[config.mk]
export PLATFORM = sky130hd
export DESIGN_NAME = deque_with_search
export DESIGN_NICKNAME = d
export VERILOG_FILES = /design/src/dws_pkg.sv /design/src/dws_ctrl.sv /design/src/dws_dp.sv /design/src/deque_with_search.sv
export VERILOG_INCLUDE_DIRS = /design/src /design/src/src
export SDC_FILE = /design/constraint.sdc
export NUM_CORES = 1
export LEC_CHECK = 0
export ABC_AREA = 1
export BUFFER_PORTS_ARGS = -buffer_cell sky130_fd_sc_hd__buf_4
export CORE_ASPECT_RATIO = 0.75
export CORE_MARGIN = 2
export CORE_UTILIZATION = 35
export DETAILED_ROUTE_END_ITERATION = 8
export GPL_ROUTABILITY_DRIVEN = 1
export SETUP_SLACK_MARGIN = 0.2
export SLEW_MARGIN = 30
export SYNTH_ARGS = -nofsm -noshare
export SYNTH_HDL_FRONTEND = slang
export SYNTH_SLANG_ARGS = --single-unit
export TNS_END_PERCENT = 30
[constraint.sdc]
create_clock -name clk -period 7.6 [get_ports clk]
set_clock_uncertainty 0.2 [all_clocks]
set_input_delay 1.9 -clock clk [delete_from_list [all_inputs] [get_ports clk]]
set_output_delay 1.9 -clock clk [all_outputs]
set_load 0.01 [all_outputs]
[src/deque_with_search_macros.svh]
// Assertion helpers used by the top-level deque module.
`ifndef DEQUE_WITH_SEARCH_MACROS_SVH
`define DEQUE_WITH_SEARCH_MACROS_SVH

// Same-cycle implication.
`define DWS_ASSERT_IMPL(label, ante, cons, msg) \
    label: assert property (@(posedge clk) disable iff (!rst_n) (ante) |-> (cons)) \
        else $error(msg);

// Next-cycle implication.
`define DWS_ASSERT_NEXT(label, ante, cons, msg) \
    label: assert property (@(posedge clk) disable iff (!rst_n) (ante) |=> (cons)) \
        else $error(msg);

`endif

[src/dws_pkg.sv]
package dws_pkg;

    localparam int unsigned DEPTH      = 16;
    localparam int unsigned DATA_WIDTH = 32;
    localparam int unsigned IDX_W      = (DEPTH > 1) ? $clog2(DEPTH) : 1;
    localparam int unsigned CNT_W      = $clog2(DEPTH + 1);

    // fixed field widths
    localparam int unsigned CMD_W  = 3;
    localparam int unsigned VAL_W  = 32;
    localparam int unsigned STAT_W = 2;
    localparam int unsigned POS_W  = 4;
    localparam int unsigned OCNT_W = 5;

    localparam logic [CNT_W-1:0] DEPTH_CNT = CNT_W'(DEPTH);

    localparam logic [CMD_W-1:0] CMD_PUSH_TAIL  = 3'd0;
    localparam logic [CMD_W-1:0] CMD_PUSH_FRONT = 3'd1;
    localparam logic [CMD_W-1:0] CMD_POP_HEAD   = 3'd2;
    localparam logic [CMD_W-1:0] CMD_SEARCH     = 3'd3;
    localparam logic [CMD_W-1:0] CMD_CLEAR      = 3'd4;

    localparam logic [STAT_W-1:0] ST_OK    = 2'd0;
    localparam logic [STAT_W-1:0] ST_FULL  = 2'd1;
    localparam logic [STAT_W-1:0] ST_EMPTY = 2'd2;

    // controller -> datapath
    typedef struct packed {
        logic accept;
        logic pop_load;
        logic srch_step;
        logic out_load;
    } dws_ctrl_t;

    // datapath -> controller
    typedef struct packed {
        logic [CMD_W-1:0] in_cmd;
        logic             srch_done;
        logic             out_free;
    } dws_stat_t;

    typedef struct packed {
        logic [STAT_W-1:0] status;
        logic              found;
        logic [POS_W-1:0]  found_position;
        logic [VAL_W-1:0]  front_value;
        logic [VAL_W-1:0]  back_value;
        logic [OCNT_W-1:0] count;
        logic              is_empty;
    } dws_res_t;

    // ring slot arithmetic, both operands below DEPTH
    function automatic logic [IDX_W-1:0] slot_add(input logic [IDX_W-1:0] a,
                                                  input logic [IDX_W-1:0] b);
        logic [IDX_W:0] sum;
        sum = {1'b0, a} + {1'b0, b};
        if (sum >= (IDX_W+1)'(DEPTH))
        begin
            sum = sum - (IDX_W+1)'(DEPTH);
        end
        return sum[IDX_W-1:0];
    endfunction

    function automatic logic [IDX_W-1:0] slot_dec(input logic [IDX_W-1:0] a);
        logic [IDX_W-1:0] r;
        if (a == '0)
        begin
            r = IDX_W'(DEPTH - 1);
        end
        else
        begin
            r = a - 1'b1;
        end
        return r;
    endfunction

endpackage

[src/dws_ctrl.sv]
module dws_ctrl (
    input  logic               clk,
    input  logic               rst_n,
    input  logic               s_tvalid,
    input  dws_pkg::dws_stat_t stat,
    output dws_pkg::dws_ctrl_t ctrl,
    output logic               s_tready
);

    typedef enum logic [1:0] {
        S_IDLE,
        S_POP,
        S_SRCH,
        S_RESULT
    } state_t;

    state_t state_reg, state_next;
    logic   ready_reg, ready_next;

    always_comb
    begin
        state_next     = state_reg;
        ctrl           = '0;
        ctrl.accept    = s_tvalid && ready_reg;
        unique case (state_reg)
            S_IDLE:
            begin
                if (ctrl.accept)
                begin
                    priority if (stat.in_cmd == dws_pkg::CMD_POP_HEAD)
                        state_next = S_POP;
                    else if (stat.in_cmd == dws_pkg::CMD_SEARCH)
                        state_next = S_SRCH;
                    else
                        state_next = S_RESULT;
                end
            end
            S_POP:
            begin
                ctrl.pop_load = 1'b1;
                state_next    = S_RESULT;
            end
            S_SRCH:
            begin
                ctrl.srch_step = 1'b1;
                if (stat.srch_done)
                    state_next = S_RESULT;
            end
            S_RESULT:
            begin
                if (stat.out_free)
                begin
                    ctrl.out_load = 1'b1;
                    state_next    = S_IDLE;
                end
            end
            default:
            begin
                state_next = S_IDLE;
            end
        endcase
        ready_next = (state_next == S_IDLE);
    end

    always_ff @(posedge clk or negedge rst_n)
    begin
        if (!rst_n)
        begin
            state_reg <= S_IDLE;
            ready_reg <= 1'b1;
        end
        else
        begin
            state_reg <= state_next;
            ready_reg <= ready_next;
        end
    end

    assign s_tready = ready_reg;

endmodule

[src/dws_dp.sv]
module dws_dp (
    input  logic                            clk,
    input  logic                            rst_n,
    input  dws_pkg::dws_ctrl_t              ctrl,
    input  logic [dws_pkg::CMD_W-1:0]       in_cmd,
    input  logic [dws_pkg::VAL_W-1:0]       in_value,
    input  logic                            m_tready,
    output dws_pkg::dws_stat_t              stat,
    output dws_pkg::dws_res_t               res,
    output logic                            m_tvalid
);

    localparam int unsigned IDX_W = dws_pkg::IDX_W;
    localparam int unsigned CNT_W = dws_pkg::CNT_W;
    localparam int unsigned DW    = dws_pkg::DATA_WIDTH;

    logic [DW-1:0] mem [dws_pkg::DEPTH];

    // control state
    logic [IDX_W-1:0] front_reg, front_next;
    logic [CNT_W-1:0] count_reg, count_next;
    logic             m_tvalid_reg;

    // payload
    logic [DW-1:0]             value_reg;
    logic [DW-1:0]             front_val_reg, front_val_next;
    logic [DW-1:0]             back_val_reg, back_val_next;
    logic [dws_pkg::STAT_W-1:0] status_reg, status_next;
    logic                      pop_ok_reg, pop_ok_next;
    logic                      found_reg;
    logic [IDX_W-1:0]          pos_reg;
    logic [CNT_W-1:0]          rd_idx_reg;
    logic [IDX_W-1:0]          cmp_idx_reg;
    logic                      cmp_valid_reg;
    logic [DW-1:0]             rd_data_reg;
    dws_pkg::dws_res_t         res_reg;

    logic [DW-1:0]    in_data;
    logic             full, empty, hit, issue;
    logic             wr_en;
    logic [IDX_W-1:0] wr_addr, rd_addr;

    assign in_data = DW'(in_value);
    assign full    = (count_reg == dws_pkg::DEPTH_CNT);
    assign empty   = (count_reg == '0);
    assign hit     = cmp_valid_reg && (rd_data_reg == value_reg);
    assign issue   = ctrl.srch_step && (rd_idx_reg < count_reg);

    // pop fetches the new front; search walks from the front
    assign rd_addr = ctrl.accept ? dws_pkg::slot_add(front_reg, IDX_W'(1))
                                 : dws_pkg::slot_add(front_reg, rd_idx_reg[IDX_W-1:0]);

    always_comb
    begin
        front_next     = front_reg;
        count_next     = count_reg;
        front_val_next = front_val_reg;
        back_val_next  = back_val_reg;
        status_next    = dws_pkg::ST_OK;
        pop_ok_next    = 1'b0;
        wr_en          = 1'b0;
        wr_addr        = dws_pkg::slot_add(front_reg, count_reg[IDX_W-1:0]);
        unique case (in_cmd)
            dws_pkg::CMD_PUSH_TAIL:
            begin
                if (full)
                begin
                    status_next = dws_pkg::ST_FULL;
                end
                else
                begin
                    wr_en         = 1'b1;
                    count_next    = count_reg + 1'b1;
                    back_val_next = in_data;
                    if (empty)
                        front_val_next = in_data;
                end
            end
            dws_pkg::CMD_PUSH_FRONT:
            begin
                if (full)
                begin
                    status_next = dws_pkg::ST_FULL;
                end
                else
                begin
                    wr_en          = 1'b1;
                    front_next     = dws_pkg::slot_dec(front_reg);
                    wr_addr        = front_next;
                    count_next     = count_reg + 1'b1;
                    front_val_next = in_data;
                    if (empty)
                        back_val_next = in_data;
                end
            end
            dws_pkg::CMD_POP_HEAD:
            begin
                if (empty)
                begin
                    status_next = dws_pkg::ST_EMPTY;
                end
                else
                begin
                    pop_ok_next = 1'b1;
                    count_next  = count_reg - 1'b1;
                    if (count_next == '0)
                        front_next = '0;
                    else
                        front_next = dws_pkg::slot_add(front_reg, IDX_W'(1));
                end
            end
            dws_pkg::CMD_CLEAR:
            begin
                front_next = '0;
                count_next = '0;
            end
            default:
            begin
                // search and unused codes leave the ring alone
            end
        endcase
    end

    // ring store
    always_ff @(posedge clk)
    begin
        if (ctrl.accept && wr_en)
            mem[wr_addr] <= in_data;
        rd_data_reg <= mem[rd_addr];
    end

    always_ff @(posedge clk or negedge rst_n)
    begin
        if (!rst_n)
        begin
            front_reg    <= '0;
            count_reg    <= '0;
            m_tvalid_reg <= 1'b0;
        end
        else
        begin
            if (ctrl.accept)
            begin
                front_reg <= front_next;
                count_reg <= count_next;
            end
            if (ctrl.out_load)
                m_tvalid_reg <= 1'b1;
            else if (m_tready)
                m_tvalid_reg <= 1'b0;
        end
    end

    always_ff @(posedge clk)
    begin
        if (ctrl.accept)
        begin
            value_reg     <= in_data;
            front_val_reg <= front_val_next;
            back_val_reg  <= back_val_next;
            status_reg    <= status_next;
            pop_ok_reg    <= pop_ok_next;
            found_reg     <= 1'b0;
            pos_reg       <= '0;
            rd_idx_reg    <= '0;
            cmp_valid_reg <= 1'b0;
        end
        else
        begin
            if (ctrl.pop_load && pop_ok_reg)
                front_val_reg <= rd_data_reg;
            if (ctrl.srch_step)
            begin
                if (hit && !found_reg)
                begin
                    found_reg <= 1'b1;
                    pos_reg   <= cmp_idx_reg;
                end
                cmp_valid_reg <= issue;
                cmp_idx_reg   <= rd_idx_reg[IDX_W-1:0];
                if (issue)
                    rd_idx_reg <= rd_idx_reg + 1'b1;
            end
        end
        if (ctrl.out_load)
        begin
            res_reg.status         <= status_reg;
            res_reg.found          <= found_reg;
            res_reg.found_position <= dws_pkg::POS_W'(pos_reg);
            res_reg.front_value    <= empty ? '0 : dws_pkg::VAL_W'(front_val_reg);
            res_reg.back_value     <= empty ? '0 : dws_pkg::VAL_W'(back_val_reg);
            res_reg.count          <= dws_pkg::OCNT_W'(count_reg);
            res_reg.is_empty       <= empty;
        end
    end

    assign stat.in_cmd    = in_cmd;
    assign stat.srch_done = hit || (rd_idx_reg == count_reg);
    assign stat.out_free  = !m_tvalid_reg || m_tready;
    assign res            = res_reg;
    assign m_tvalid       = m_tvalid_reg;

endmodule

[src/deque_with_search.sv]
// Channel   Dir  Width  Contents
// s_*       in   40     command transfers: {value, command}
// m_*       out  80     result transfers: status, search outcome, front/back, count
//
// Push, push-front, clear and unused codes go from accept straight to the result
// step; pop adds a fetch step (one ring-store read for the new front). Search walks
// the live entries from the front: the single read port of the ring store reads one
// entry per cycle, pipelined against the compare, and a match ends the walk early.
// rst_n clears the ring pointers and the output valid; the store itself is left
// as is. A held result on m_* does not block the next accept; a command waits in
// the result step until m_* frees up.
`include "deque_with_search_macros.svh"

module deque_with_search (
    input  logic        clk,
    input  logic        rst_n,
    input  logic        s_tvalid,
    output logic        s_tready,
    // [2:0] command, [34:3] value, [39:35] zero
    input  logic [39:0] s_tdata,
    output logic        m_tvalid,
    input  logic        m_tready,
    // [1:0] status, [2] found, [6:3] found_position, [38:7] front_value,
    // [70:39] back_value, [75:71] count, [76] is_empty, [79:77] zero
    output logic [79:0] m_tdata
);

    dws_pkg::dws_ctrl_t ctrl;
    dws_pkg::dws_stat_t stat;
    dws_pkg::dws_res_t  res;

    logic [dws_pkg::CMD_W-1:0] in_cmd;
    logic [dws_pkg::VAL_W-1:0] in_value;

    assign in_cmd   = s_tdata[2:0];
    assign in_value = s_tdata[34:3];

    // sequencing: accept, pop fetch, search walk, result
    dws_ctrl u_ctrl (
        .clk      (clk),
        .rst_n    (rst_n),
        .s_tvalid (s_tvalid),
        .stat     (stat),
        .ctrl     (ctrl),
        .s_tready (s_tready)
    );

    // ring store, pointers, search compare and output register
    dws_dp u_dp (
        .clk      (clk),
        .rst_n    (rst_n),
        .ctrl     (ctrl),
        .in_cmd   (in_cmd),
        .in_value (in_value),
        .m_tready (m_tready),
        .stat     (stat),
        .res      (res),
        .m_tvalid (m_tvalid)
    );

    assign m_tdata = {3'b000, res.is_empty, res.count, res.back_value, res.front_value,
                      res.found_position, res.found, res.status};

    // one command in flight: an accept closes the input until its result is loaded for m_*
    `DWS_ASSERT_NEXT(a_one_in_flight, s_tvalid && s_tready, !s_tready, "second accept in flight")

    `DWS_ASSERT_IMPL(a_empty_flag, m_tvalid, res.is_empty == (res.count == '0), "is_empty mismatch")

    `DWS_ASSERT_IMPL(a_count_bound, m_tvalid, res.count <= dws_pkg::OCNT_W'(dws_pkg::DEPTH),
                     "count above depth")

    `DWS_ASSERT_IMPL(a_found_ok, m_tvalid && res.found, res.status == dws_pkg::ST_OK,
                     "found with bad status")

endmodule

* After elaboration in Yosys (flattened, before gate mapping)
Memories as Yosys holds them, arrays and structs flattened. A register that Yosys moved wholly into a read port is not among the register bits.
Index checks and enable logic that the tools add are counted.
** Word-level totals
- Bits in registers :: 204
- Bits in latches :: 0
- Bits in writable memories :: 512
- ROM bits :: 0
- Input bits :: 44
- Output and inout port bits :: 82
- Word-level logic and storage cells :: 127
- Memories :: 1
** Memories
- u_dp.mem :: words 16, bits a word 32, rd ports 1, clocked after memory_dff 1, write ports 1, RTL line dws_dp.sv:17 : logic [DW-1:0] mem [dws_pkg::DEPTH];
** Cells by class
- Add/subtract/negate cells :: 10
- Multiply operators :: 0
- Divide/modulo/power cells :: 0
- Magnitude comparators :: 4
- Eq/ne operators :: 19
- Shift operators :: 0
- Muxes and demuxes :: 41
- Bitwise logic cells :: 1
- Reductions and logical operators :: 29
** Operators with widths (number)
- $mux W32 :: 5
- $pmux W32 S2 :: 2
- $mux W4 :: 10
- $eq A32 B32 Y1 :: 1
- $sub A4 B1 Y4 const B :: 4
- $ge A5 B5 Y1 const B :: 3
- $pmux W5 S3 :: 1
- $mux W1 :: 13
- $ne A3 B3 Y1 const B :: 4
- $pmux W4 S3 :: 1
- $add A4 B4 Y5 :: 2
- $add A5 B1 Y5 const B :: 2
- $logic_not A5 Y1 :: 2
- $mux W2 :: 5
- $mux W5 :: 2
- $reduce_and A5 Y1 :: 2
- $ne A2 B2 Y1 const B :: 4
- $pmux W2 S4 :: 1
- $reduce_and A4 Y1 :: 2
- $eq A3 B2 Y1 const B :: 2
- $logic_and A1 B1 Y1 :: 6
- $reduce_and A2 Y1 :: 3
- $reduce_bool A2 Y1 :: 3
- $reduce_bool A3 Y1 :: 2
- 18 further kinds :: 22

* Logic depth before layout (Yosys ltp)
Gate-level depths: netlist of run 1.
- Word-level depth :: 6
- Mapped depth :: 12
- Depth with buffers taken out :: 12

* Cells and area by module
A second synthesis of run 1 with hierarchy kept.
** Second synthesis, totals
- Cell total of the unflattened synthesis :: 2365
- Area total of the unflattened synthesis :: 29619.7 µm²
** Modules (own cells, without submodules)
- dws_dp :: times used 1, cells an instance 2335, area an instance 29409.5 µm², seq. area each 21891.0 µm²
- dws_ctrl :: times used 1, cells an instance 26, area an instance 183.9 µm², seq. area each 76.3 µm²
- deque_with_search :: times used 1, cells an instance 4, area an instance 26.3 µm², seq. area each 0.0 µm²

* Worst setup path after synthesis of run 1
No wires, ideal clock.
- Path type :: input -> register
- Start :: in m_tready
- End :: reg u_ctrl.state_reg[1]
- Setup time :: 0.349 ns
- Data arrival time :: 5.459 ns
- Data required time :: 7.051 ns
- Path slack :: 1.592 ns
- Cell stages on the path :: 3
- Buffers on the path :: 0
- Path through :: nor2_1 > nor2_1 > o22ai_1
** On the way
- Cells in the longest elaborated chain, start to end :: 3
** Ends and longest elaborated chain
- start, declared :: RTL line deque_with_search.sv:22 : input logic m_tready,
- $logic_or A1 B1 Y1 :: RTL line dws_dp.sv:199 : assign stat.out_free = !m_tvalid_reg || m_tready;
- $mux W2 :: RTL line dws_ctrl.sv:51 : if (stat.out_free)
- $pmux W2 S4 :: RTL line dws_ctrl.sv:25 : unique case (state_reg)
- named net u_ctrl.state_next[1] :: RTL line dws_ctrl.sv:17 : state_t state_reg, state_next;
- end signal, assigned :: RTL line dws_ctrl.sv:74 : state_reg <= state_next;
- end, declared :: RTL line dws_ctrl.sv:17
The timed path passes the listed nets, and every way through them passes these cells.
A chain may end at the register's enable or synchronous reset.

* Worst setup path after layout of run 1
- Start :: in s_tdata[2]
- End :: mem u_dp.mem[15][10] (netlist bit), enable pin
** On the way
- Cells in the longest elaborated chain, start to end :: 6
- Elaborated cells on any way between the ends :: 8
- Classes of those cells :: 1 x eq/ne; 4 x mux; 3 x reduce/logical
** Ends and longest elaborated chain
- start, declared :: RTL line deque_with_search.sv:20 : input logic [39:0] s_tdata,
- $eq A3 B1 Y1 / $logic_not A3 Y1 (equally long branches) :: RTL line dws_dp.sv:63 : unique case (in_cmd)
- $reduce_or A2 Y1 (no source line)
- $mux W1
- $logic_and A1 B1 Y1 :: RTL line dws_dp.sv:127 : if (ctrl.accept && wr_en)
- $mux W1 :: RTL line dws_dp.sv:127
- $mux W1 (implied by the code) :: RTL line dws_dp.sv:128 : mem[wr_addr] <= in_data;
- end, declared :: RTL line dws_dp.sv:17
Parallel ways exist; a longest one is shown, timed or not.

==> results of run 1 <==
cells in the mapped netlist, types with 6 or more instances:
library cell  instances
a31oi_1               6
buf_2                68
dfxtp_1              43
a21oi_1              13
ha_1                 18
edfxtp_1            692
xor2_1                7
buf_4                12
o211ai_1            130
clkbuf_1             43
nand3_1              85
inv_1               166
nand2_1             280
o21ai_1              30
xnor2_1              12
dfrtp_1              12
o21ai_0             269
nor2_1              443
final timing paths:
path | cells past startpoint | to | startpoint | slack, ns
setup reg to reg | 9 | u_dp.mem[15][10] | u_dp.count_reg[1] | 3.83
setup / recovery | 11 | u_dp.mem[15][10] | s_tdata[2] | 3.07
min in group asynchronous | 1 | u_dp.count_reg[1] | rst_n | 0.90
hold / removal | 0 | u_dp.res[76] | u_dp.status_reg[1] | 0.23
hold reg to reg | 0 | u_dp.res[76] | u_dp.status_reg[1] | 0.23
max in group asynchronous | 1 | u_ctrl.s_tready | rst_n | 6.06
area by class of cell:
class | count | area [sq um]
flip-flops and latches | 748 | 21970
fillers | 7692 | 49390
well taps | 1128 | 1411
clock inverters | 38 | 456.7
repair buffers | 153 | 1294
multi-input cells | 1324 | 6538
clock buffers | 101 | 2100
inverters | 170 | 648.1
power groups by stage:
stage	sequential (mW)	clock, mW	combinational [mW]
floorplan	5.29	0	5.01
global placement	5.35	0	6.87
detailed placement	5.36	0	7.11
CTS	5.27	3.89	7.15
global route	5.31	4.04	8.03
finish	5.28	3.81	7.14
cells by family (layout without fill, tap and decap cells):
kind of cell               Yosys count  after routing  share of synthesized area
adders and majority gates           20             20                   0.008978
DFF                                748            748                     0.7435
and+or+nand+nor                    824            824                     0.1101
AOI/OAI and AO/OA                  457            457                    0.08956
other                                1              3                  0.0001269
muxes                                1              1                  0.0003388
buffers and inverters              294            462                    0.04175
xor gates and xnor gates            19             19                   0.005632
metrics by stage:
stage	area (sq um)	std cells
after floorplan	29550	2366
after global placement	31690	3517
after detailed placement	31830	3522
after CTS	34390	3661
after global routing	34410	3662
final	34410	3662
metal layers:
layer  GRT usage  vias to the layer above  routed length (um)
met5           0                        -                   9
met3     0.03974                      117                6724
met1      0.2306                     8763               31060
li1            -                     8520                   -
met2      0.2418                      711               31120
met4     0.04290                        2                1638
cell usage in the layout (no fill, tap or decap), types with 17 or more instances in the layout:
master     count
o21ai_1       29
buf_4        145
clkbuf_16     79
dfxtp_1       43
o21ai_0      268
edfxtp_1     692
inv_1        164
nor2_1       426
nor2_4        17
o211ai_1     130
nand2_1      280
ha_1          18
clkinv_2      18
nand3_1       85
clkbuf_1      18
worst max-delay path, delay by kind of cell:
kind            cells  cell delay (ns)
compound gates      1             0.14
simple gates        5             1.58
buf+inv             5             0.98
==> results.ini, run 1 <==
[run_status]
outcome = finished clean

[global_routing]
grt_usage = 0.1603
grt_overflow = 0
first_global_vias = 17340
antenna_found_initial = 3
grt_pass1_wl_mm = 106.5
grt_max_degree = 163

[detailed_routing]
ant_nets = 0
routed_wl_mm = 70.55
drt_iter0_markers = 1994
routedWlPerCell_um = 19.27
viasPerCell = 4.946
vias = 18110
drtPass1Iterations = 7
drc_errors = 0

[logic_synthesis]
synth_area_leader_cell = edfxtp_1
synth_area_per_cell_sq_um = 12.50
synthCells = 2364
seq_area_frac_synth = 0.7435
yosysWarnings = 0
synthArstFlopShare = 0.01738
synth_top_area_frac = 0.7033
synth-edff-count = 692
synth_cell_type_count = 38
netlist_area_sq_um = 29550
synthFlopType = edfxtp_1
synth_seq_cells = 748
synth.area.top_cells = edfxtp_1, nor2_1, o21ai_0, nand2_1, o211ai_1

[timing]
period_share = 0.5954
setup_ws_ns = 3.075
setup_viol = 0
final_max_slew_viol_count = 0
worst_hold_slack_ns = 0.2269
fin_tns_setup_ns = 0
worst_pin_slew_ns = 0.9618
hold_viol = 0
relSlewSlack = 0.3579
period_minus_slack_ns = 4.525
rsz0062_at_grt = false
max_freq_mhz = 221.0

[floorplan]
ios = 126
start_util = 0.3526
die_h_um = 255.6
rows = 92
core_sq_um = 83800
die_area_sq_um = 86780
dieWidth_um = 339.5

[cells_and_area]
largest_reg_flops = 512
syn_to_final_growth_pct = 16.47
utilization = 0.4107
layout-drive-gt1-share = 0.1208
n_antenna_cell = 0
fin_nets = 2538

[clock_network]
htreeDepth = 3
cts_tree = yes
post_cts_resized = 0
cts_setup_buffers = 0
ctsRootBufferMaster = clkbuf_16
cts_buffers = 77
hold_buffers = 0
cts_buffer_depth = 3
clk-insertion-delay-late_ns = 0.64
cts_sinks = 748
clk_pin_slew_ns = 0.06

[worst_setup_path]
cp_data_required_time_ns = 7.69
crit_arrival_ns = 4.61
critPathSlowestCell = nor2_4
critPathKind = primary input to flip-flop
critPathMaxFanout = 17
cp-start-kind = primary input
critPathMaxStageDelay_ns = 0.85
end_kind = flip-flop
critical_path.cell_chain = buf_4, inv_1, nand3_1, inv_1, nand2_2, inv_2, nand2_1, o21ai_1, nand3_1, nor2_4, buf_4

[worst_hold_path]
worstHoldPathType = flip-flop to flip-flop

[power_and_ir_drop]
p_int_mw = 9.438
p_sw_frac = 0.4185
peakVddDrop_mv = 0.4834
p_comb_frac = 0.440
p_total_mw = 16.23
p_leak_nw = 12.26
p_sw_mw = 6.791
power_frac_seq = 0.325
clockPowerShare = 0.235
power_density_nw_per_um2 = 471.6

[placement]
hpwl_mm = 41.10
dp_slack_ns = 2.458
io_buffers = 117
place_congestion = 0.8121

[job]
cap_violations = 0

Power figures use the tool's default switching activity.
==> inputs of run 2 (changes only) <==
Settings changed: ABC_AREA 1 to 0.
Clock period 7.6 ns to 4.5 ns, I/O delays scaled along.
==> run 2 against run 1 <==
  * Total power up 53%
  * Largest power group unchanged
  * First-iteration DRC count down 45%
  * Global-route usage down 1.3 points
  * Hold slack worse by 0.059 ns
  * Critical path depth down 3
  * Critical endpoint is now u_dp.mem[0][8]
  * Sequential share of layout area down 0.82 points
  * Cell count down 15%
  * Sequential power up 67%
  * Die area up 0.51%
  * Setup slack worse by 2.3 ns
  * Synthesized area up 0.52%
  * Combinational power up 39%
==> results.ini, run 2 <==
[logic_synthesis]
synth.area.top_cells = edfxtp_1, mux2i_1, dfxtp_1, nor2b_1, nand2_1
synthFlopType = edfxtp_1
seq_area_frac_synth = 0.7396
synth_area_per_cell_sq_um = 17.08
netlist_area_sq_um = 29700
synth_top_area_frac = 0.6997
synthMostInstantiatedCell = edfxtp_1
synth_cell_type_count = 54
synthCells = 1739
synth_common_cells = edfxtp_1, mux2i_1, nand2_1
synth_area_leader_cell = edfxtp_1
synth-edff-count = 692
yosysWarnings = 0
synth_seq_cells = 748
synthArstFlopShare = 0.01738

[worst_setup_path]
reg2reg_depth = 8
crit_arrival_ns = 3.77
startpoint = u_dp.count_reg[0]
critPathSlowestCell = a21oi_1
r2r-end = u_dp.mem[0][8]
critPathMaxFanout = 19
r2r_start = u_dp.count_reg[0]
endpoint = u_dp.mem[0][8]
critical_path.cell_chain = inv_1, ha_1, nand4bb_1, nand3_1, a21oi_1, nand2_1, nor2_4, buf_4
cp_data_required_time_ns = 4.57
critPathKind = flip-flop to flip-flop
end_kind = flip-flop
r2r_setup_slack_ns = 0.80
critPathMaxStageDelay_ns = 0.69
cp-start-kind = flip-flop

[power_and_ir_drop]
power_density_nw_per_um2 = 710.6
p_leak_nw = 12.91
p_total_mw = 24.77
peakVddDrop_mv = 0.6858

[clock_network]
cts_sinks = 748
clk_pin_slew_ns = 0.06
ctsRootBufferMaster = clkbuf_16
cts_tree = yes
post_cts_resized = 0
cts_buffer_depth = 3
clk-insertion-delay-late_ns = 0.62
htreeDepth = 3
cts_setup_buffers = 0
hold_buffers = 0
cts_buffers = 76

[global_routing]
first_global_vias = 15020
grt_pass1_wl_mm = 96.43
grt_usage = 0.1476
grt_overflow = 0
grt_max_degree = 78
antenna_found_initial = 2

[timing]
period_minus_slack_ns = 3.701
max_freq_mhz = 270.2
relSlewSlack = 0.4403
hold_viol = 0
final_max_slew_viol_count = 0
period_share = 0.8225
worst_pin_slew_ns = 0.8184
setup_viol = 0
rsz0062_at_grt = false

[detailed_routing]
routedWlPerCell_um = 20.96
drc_errors = 0
drt_iter0_markers = 1087
drtPass1Iterations = 5
routed_wl_mm = 64.87
viasPerCell = 4.834
ant_nets = 0
vias = 14960

[floorplan]
rows = 92
core_sq_um = 84030
start_util = 0.3534
ios = 126
dieWidth_um = 340.4
die_h_um = 256.3
die_area_sq_um = 87230

[cells_and_area]
syn_to_final_growth_pct = 17.39
layout_common_cells = edfxtp_1, mux2i_1, buf_4
layout-drive-gt1-share = 0.1603
final_common_cell = edfxtp_1
largest_reg_flops = 512
final_area_sq_um = 34860
fin_nets = 1971

[placement]
hpwl_mm = 37.39
placed_cell_area_sq_um = 32470
io_buffers = 117
place_congestion = 0.7636

[worst_hold_path]
worstHoldPathType = primary input to asynchronous set/reset pin

[run_status]
outcome = finished clean

[job]
cap_violations = 0

==> run 2: worst min-delay path by stage <==
stage | start | endpoint | slack [ns] | cells after the start
final | rst_n | u_dp.front_reg[1] | 0.17 | 1
after global routing | rst_n | u_ctrl.state_reg[0] | 0.15 | 1
after CTS | rst_n | u_dp.front_reg[1] | 0.14 | 1
after detailed placement | u_dp.status_reg[0] | u_dp.res[75] | 0.21 | 0
after global placement | u_dp.status_reg[0] | u_dp.res[75] | 0.21 | 0
after floorplan | u_dp.status_reg[0] | u_dp.res[75] | 0.20 | 0
==> run 2: logic make-up after synthesis <==
family                   Yosys count  synth area share
flip-flops                       748            0.7396
multiplexers                     488            0.1645
AND/OR/NAND/NOR                  274           0.04558
buffers and inverters             99           0.01500
AO/OA/AOI/OAI                     69           0.01441
XOR/XNOR                          40           0.01180
adder cells (fa/ha/maj)           20          0.008931
other                              1         0.0001263
==> run 2: layout make-up <==
type	count	area [sq um]
Antenna cell	2	5.005
Clock buffer	103	2136
Clock inverter	33	249.0
Fill cell	7535	49170
Inverter	19	75.07
Multi-Input combinational cell	894	7483
Sequential cell	748	21970
Tap cell	1128	1411
Timing Repair Buffer	168	1536
==> run 2: worst max-delay path: cells and delay by family (launching register included) <==
family	cells	cell delay, ns
AO/OA/AOI/OAI	1	0.69
adder cells (fa/ha/maj)	1	0.25
buffers and inverters	2	0.51
flip-flops	1	0.56
AND/OR/NAND/NOR	4	1.13
==> run 2: stage by stage <==
stage	cells	setup TNS [ns]	setup slack (ns)	utilization	hold WS, ns
3_3_place_gp	2957	0	0.6378	0.3865	0.2056
3_5_place_dp	2957	0	0.5348	0.3865	0.2147
6_report	3095	0	0.7989	0.4149	0.1676
4_1_cts	3093	0	0.8517	0.4148	0.1428
2_1_floorplan	1741	-52.16	-0.4188	-	0.2003
5_1_grt	3093	0	0.5842	0.4148	0.1477
==> run 2: routing by layer <==
metal  global-route usage  up-vias  routed length (um)
met5                    0        -                  16
met3              0.03574       97                3519
met2               0.2236      360               28500
met4              0.03634        2                1365
met1               0.2130     7568               31460
li1                     -     6934                   -
==> run 2: report_power, final <==
group | switching, mW | internal [mW]
Combinational | 5.55 | 4.37
Sequential | 0.387 | 8.45
Clock | 2.56 | 3.45
Total | 8.50 | 16.3
